File: config.mk
export PLATFORM = sky130hd
export DESIGN_NAME = rusph_isqrt_pipe
export DESIGN_NICKNAME = d
export VERILOG_FILES = /design/src/hw/rtl/rusph_isqrt_pipe.sv
export SDC_FILE = /design/constraint.sdc
export NUM_CORES = 2
export LEC_CHECK = 0
export ABC_AREA = 1
export BUFFER_PORTS_ARGS = -buffer_cell sky130_fd_sc_hd__buf_2
export CORE_ASPECT_RATIO = 0.75
export CORE_UTILIZATION = 25
export CTS_CLUSTER_SIZE = 25
export DETAILED_ROUTE_END_ITERATION = 6
export SLEW_MARGIN = 10
export SYNTH_ARGS = -nofsm -noshare
export SYNTH_HDL_FRONTEND = slang
export SYNTH_SLANG_ARGS = --single-unit
File: constraint.sdc
create_clock -name clk_i -period 2.5 [get_ports clk_i]
set_input_delay 0 -clock clk_i [delete_from_list [all_inputs] [get_ports clk_i]]
set_output_delay 0 -clock clk_i [all_outputs]
set_load 0.005 [all_outputs]
File: src/hw/rtl/rusph_isqrt_pipe.sv
// Pipelined integer square root, one result bit per register stage.
// Carries a side tag along with each word; depends on no other file.
`timescale 1ns / 1ps
`default_nettype none

module rusph_isqrt_pipe #(
  parameter int IN_W  = 58,
  parameter int TAG_W = 8
) (
  input  logic                 clk_i,
  input  logic                 rst_ni,
  input  logic                 en_i,
  input  logic                 valid_i,
  input  logic [IN_W-1:0]      radicand_i,
  input  logic [TAG_W-1:0]     tag_i,
  output logic                 valid_o,
  output logic [IN_W/2-1:0]    root_o,
  output logic [TAG_W-1:0]     tag_o
);

  localparam int RW = IN_W / 2;

  logic             vld_q  [RW];
  logic [IN_W-1:0]  rad_q  [RW];
  logic [RW+1:0]    rem_q  [RW];
  logic [RW-1:0]    root_q [RW];
  logic [TAG_W-1:0] tag_q  [RW];

  logic             vld_d  [RW];
  logic [IN_W-1:0]  rad_d  [RW];
  logic [RW+1:0]    rem_d  [RW];
  logic [RW-1:0]    root_d [RW];
  logic [TAG_W-1:0] tag_d  [RW];

  logic             vld_p;
  logic [IN_W-1:0]  rad_p;
  logic [RW+1:0]    rem_p;
  logic [RW-1:0]    root_p;
  logic [TAG_W-1:0] tag_p;
  logic [RW+1:0]    pre;
  logic [RW+1:0]    trial;

  always_comb begin
    vld_p  = 1'b0;
    rad_p  = '0;
    rem_p  = '0;
    root_p = '0;
    tag_p  = '0;
    pre    = '0;
    trial  = '0;
    for (int k = 0; k < RW; k++) begin
      if (k == 0) begin
        vld_p  = valid_i;
        rad_p  = radicand_i;
        rem_p  = '0;
        root_p = '0;
        tag_p  = tag_i;
      end else begin
        vld_p  = vld_q[k-1];
        rad_p  = rad_q[k-1];
        rem_p  = rem_q[k-1];
        root_p = root_q[k-1];
        tag_p  = tag_q[k-1];
      end
      // Bring down the next two radicand bits and try the next root bit.
      pre   = {rem_p[RW-1:0], rad_p[IN_W-1 -: 2]};
      trial = {root_p, 2'b01};
      vld_d[k] = vld_p;
      rad_d[k] = rad_p << 2;
      tag_d[k] = tag_p;
      if (pre >= trial) begin
        rem_d[k]  = pre - trial;
        root_d[k] = {root_p[RW-2:0], 1'b1};
      end else begin
        rem_d[k]  = pre;
        root_d[k] = {root_p[RW-2:0], 1'b0};
      end
    end
  end

  always_ff @(posedge clk_i or negedge rst_ni) begin
    if (!rst_ni) begin
      for (int k = 0; k < RW; k++) vld_q[k] <= 1'b0;
    end else if (en_i) begin
      for (int k = 0; k < RW; k++) vld_q[k] <= vld_d[k];
    end
  end

  always_ff @(posedge clk_i) begin
    if (en_i) begin
      for (int k = 0; k < RW; k++) begin
        rad_q[k]  <= rad_d[k];
        rem_q[k]  <= rem_d[k];
        root_q[k] <= root_d[k];
        tag_q[k]  <= tag_d[k];
      end
    end
  end

  assign valid_o = vld_q[RW-1];
  assign root_o  = root_q[RW-1];
  assign tag_o   = tag_q[RW-1];

endmodule

`default_nettype wire

==> results.cfg <==
[sta]
skew_ns = 0.1461
max_slew_margin_pct = 43.99
finalMaxSlewViolations = 0
rsz0062_at_grt = true
hold_viol = 0
setup_violations = 0
period_share_pct = 99.60
max_slew.worst_pin.slew_ns = 0.8401
clock.fmax_mhz = 401.6
finalCriticalPeriod_ns = 2.490

[routing]
vias = 89840
drt-initial-drc-count = 8483
via_per_inst = 4.331
drcViolationCount = 1
wl_per_cell_um = 16.26
postRouteAntennaNets = 0
firstDrtPassIters = 7
drt_wl_total_mm = 337.3

[logic_synthesis]
synth_seq_area_share_pct = 57.82
syn-num-nets = 13470
synth-edff-count = 2250
synth_area_leaders = edfxtp_1 57%, nand2_1 13%, inv_1 7.0%
syn_area_um2 = 118100
yosysUniqueCellTypes = 51
async_reset_ff_share_pct = 1.272
synth_cells = 12940
synth-seq-cells = 2279
synth_top_area_share_pct = 57.20
yosysWarnings = 0
synth.avg_cell_area_um2 = 9.131
synth_top_area_cell = edfxtp_1
ys.flop_type = edfxtp_1

[die]
core-area_um2 = 470200
die_x_um = 795.7
ios = 108
die_area_um2 = 475200
std_cell_rows = 218
start_util_pct = 25.12
die_h_um = 597.3

[pwr]
swShare_pct = 31.31
seqPwrFrac_pct = 43.2
powerDensity_nw_per_um2 = 794.5
irDropWorstVdd_uv = 712.5
power_mw = 116.0
p_int_mw = 79.66
switchingPower_mw = 36.31
p_leak_nw = 63.82
p_clk_share_pct = 33.2
power_frac_comb_pct = 23.7

[finish]
finish.net_count = 14810
utilization_pct = 31.04
area_growth_pct = 23.58
drive_gt1_share_pct = 13.44
stdcell_area_um2 = 146000

[global_route]
grt_pass1_wl_mm = 502.8
grt-ovfl-total = 0
grt_antenna_before_repair = 13
track_usage_pct = 13.56
grt_pass1_vias = 83020
grt_max_degree = 96

[status]
status = complete, but fails checks
violations = DRC

[critical_path]
startpoint_type = flop
critPathKind = reg2reg
r2r.worst_path.cells = 12
endpoint_kind = flop
arrival_ns = 3.21
path_max_fanout = 17
critPathRequiredTime_ns = 3.22

[hold_path]
hold_depth = 2
hold_class = in2reg

[clocking]
clk_path_buf_depth = 4
root_buffer = clkbuf_16
cts_sinks = 2279
clkTransAtPathRegs_ns = 0.07
cts_inserted_buffers = 244
htreeDepth = 4
clk_latency_ns = 1.00
cts_tree = built

[place]
portBuffers = 107
placed_area_um2 = 132900
gp_congestion = 0.9353
dp_hpwl_mm = 259.0

[run]
maxCapViolCount = 0
## flip-flops by register name, summed over array words and instances, names as in the netlist
signal,flops
rad_q,812
vld_p,1
vld_d,27
tag_q,232
valid_o,1
root_q,435
rem_q,771
## stage by stage
step	setup TNS, ns	worst slack, ns	hold WS [ns]	instances
6_report	0	0.009876	0.1052	20740
4_1_cts	-0.008070	-0.008070	0.02755	20650
2_1_floorplan	0	0.4173	-0.2956	12940
3_3_place_gp	-9.844	-0.6936	0.05314	20040
5_1_grt	-0.3734	-0.04447	0.05523	20740
3_5_place_dp	-4.371	-0.6531	0.07119	20040
## logic make-up (layout without fill, tap and decap cells)
group / after synthesis / count (layout) / synth area share [%]
buffers and inverters: 2354 / 3890 / 7.754
adders and majority gates: 466 / 466 / 4.937
DFF: 2279 / 2279 / 57.82
AOI/OAI and AO/OA: 938 / 938 / 4.205
xor gates and xnor gates: 328 / 328 / 2.432
muxes: 1 / 1 / 0.009533
and+or+nand+nor: 6568 / 6568 / 22.84
other: 1 / 4 / 0.003175
## path summary, 6_finish.rpt
kind / startpoint / endpoint / slack, ns
min in group asynchronous: rst_ni / vld_d[19] / 0.55
max in group asynchronous: rst_ni / vld_d[12] / 1.75
min: en_i / rad_q[0][10] / 0.11
max reg2reg: root_q[0][147] / rem_q[0][193] / 0.01
min reg2reg: rad_q[0][326] / rad_q[0][384] / 0.33
max: root_q[0][147] / rem_q[0][193] / 0.01
## cells in the mapped netlist, drive strengths merged (3+ instances only)
cell type,n
nand2,4213
dfrtp,29
o21bai,37
nor3b,15
inv,2241
nand3b,84
nor4,13
and3,13
nor2,1087
edfxtp,2250
ha,466
xor2,208
a21o,3
nor3,134
a21oi,525
nand3,774
buf,101
o21ai,343
a211oi,3
o211ai,13
o21a,5
and2,24
o2111ai,3
a21boi,5
nand4,169
xnor2,120
clkbuf,11
or2,40
## power by group through the flow
stage	registers, mW	logic [mW]	clock network, mW
after floorplan	49.1	15.9	0
after global placement	50.7	25.4	0
after detailed placement	50.7	25.4	0
after CTS	50.0	25.9	39.8
after global routing	50.4	30.5	41.3
final	50.1	27.4	38.5
## cell type report
type	count	area (µm²)
Fill cell	49200	324300
Sequential cell	2279	68290
Multi-Input combinational cell	8302	42810
Timing Repair Buffer	1200	10150
Inverter	2242	8454
Tap cell	6270	7845
Clock buffer	274	6218
Clock inverter	174	2185
Antenna cell	3	7.507
## worst max-delay path, cell delays in order, from the launching register on
cell and delay [ns]:
edfxtp_1 0.45, inv_1 0.07, ha_1 0.37, nand2_1 0.10
nor2_1 0.20, nand4_1 0.12, nor2_1 0.21, nor2_1 0.10
nand3_2 0.12, inv_2 0.06, buf_12 0.15, nand2_1 0.10
o21ai_1 0.14
## layout by cell type, fill, tap and decap left out, types with 23 or more instances in the layout
cell and count:
a21oi_1 446, nor2_1 983, buf_12 73, buf_4 866, ha_2 36, clkinvlp_4 23, and2_1 23, dfrtp_1 29
nand3b_1 84, bufinv_16 41, clkinv_1 37, clkbuf_16 250, o21ai_0 268, inv_1 2208, or2_2 39, nor3_1 126
nor2_2 85, o21ai_2 24, inv_2 24, ha_1 338, o21bai_1 32, nand2_1 4152, xnor2_1 120, buf_2 106
edfxtp_1 2250, o21ai_1 47, clkinv_2 30, xor2_1 208, a21oi_2 76, nand3_1 759, nand2_2 51, nand4_1 169
inv_6 23, ha_4 92, clkbuf_1 30, dlygate4sd3_1 141
## what timing repair did
item / in CTS / in global routing
endpoints found under the setup margin: 136 / 582
gates resized for setup: 55 / 416
setup buffers: 15 / 90
pin swaps: 0 / 28
endpoints found under the hold margin: 1660 / 0
gates cloned: 0 / 6
hold buffers: 142 / 0
## layer usage
| metal | GRT usage (%) | wire length (µm) | vias up |
|---|---|---|---|
| met2 | 18.53 | 130600 | 2535 |
| li1 | - | - | 44800 |
| met5 | 0 | 47 | - |
| met1 | 21.47 | 174200 | 42070 |
| met4 | 3.218 | 7724 | 8 |
| met3 | 2.710 | 24730 | 425 |
No activity file was read; power rests on OpenSTA's default activity.
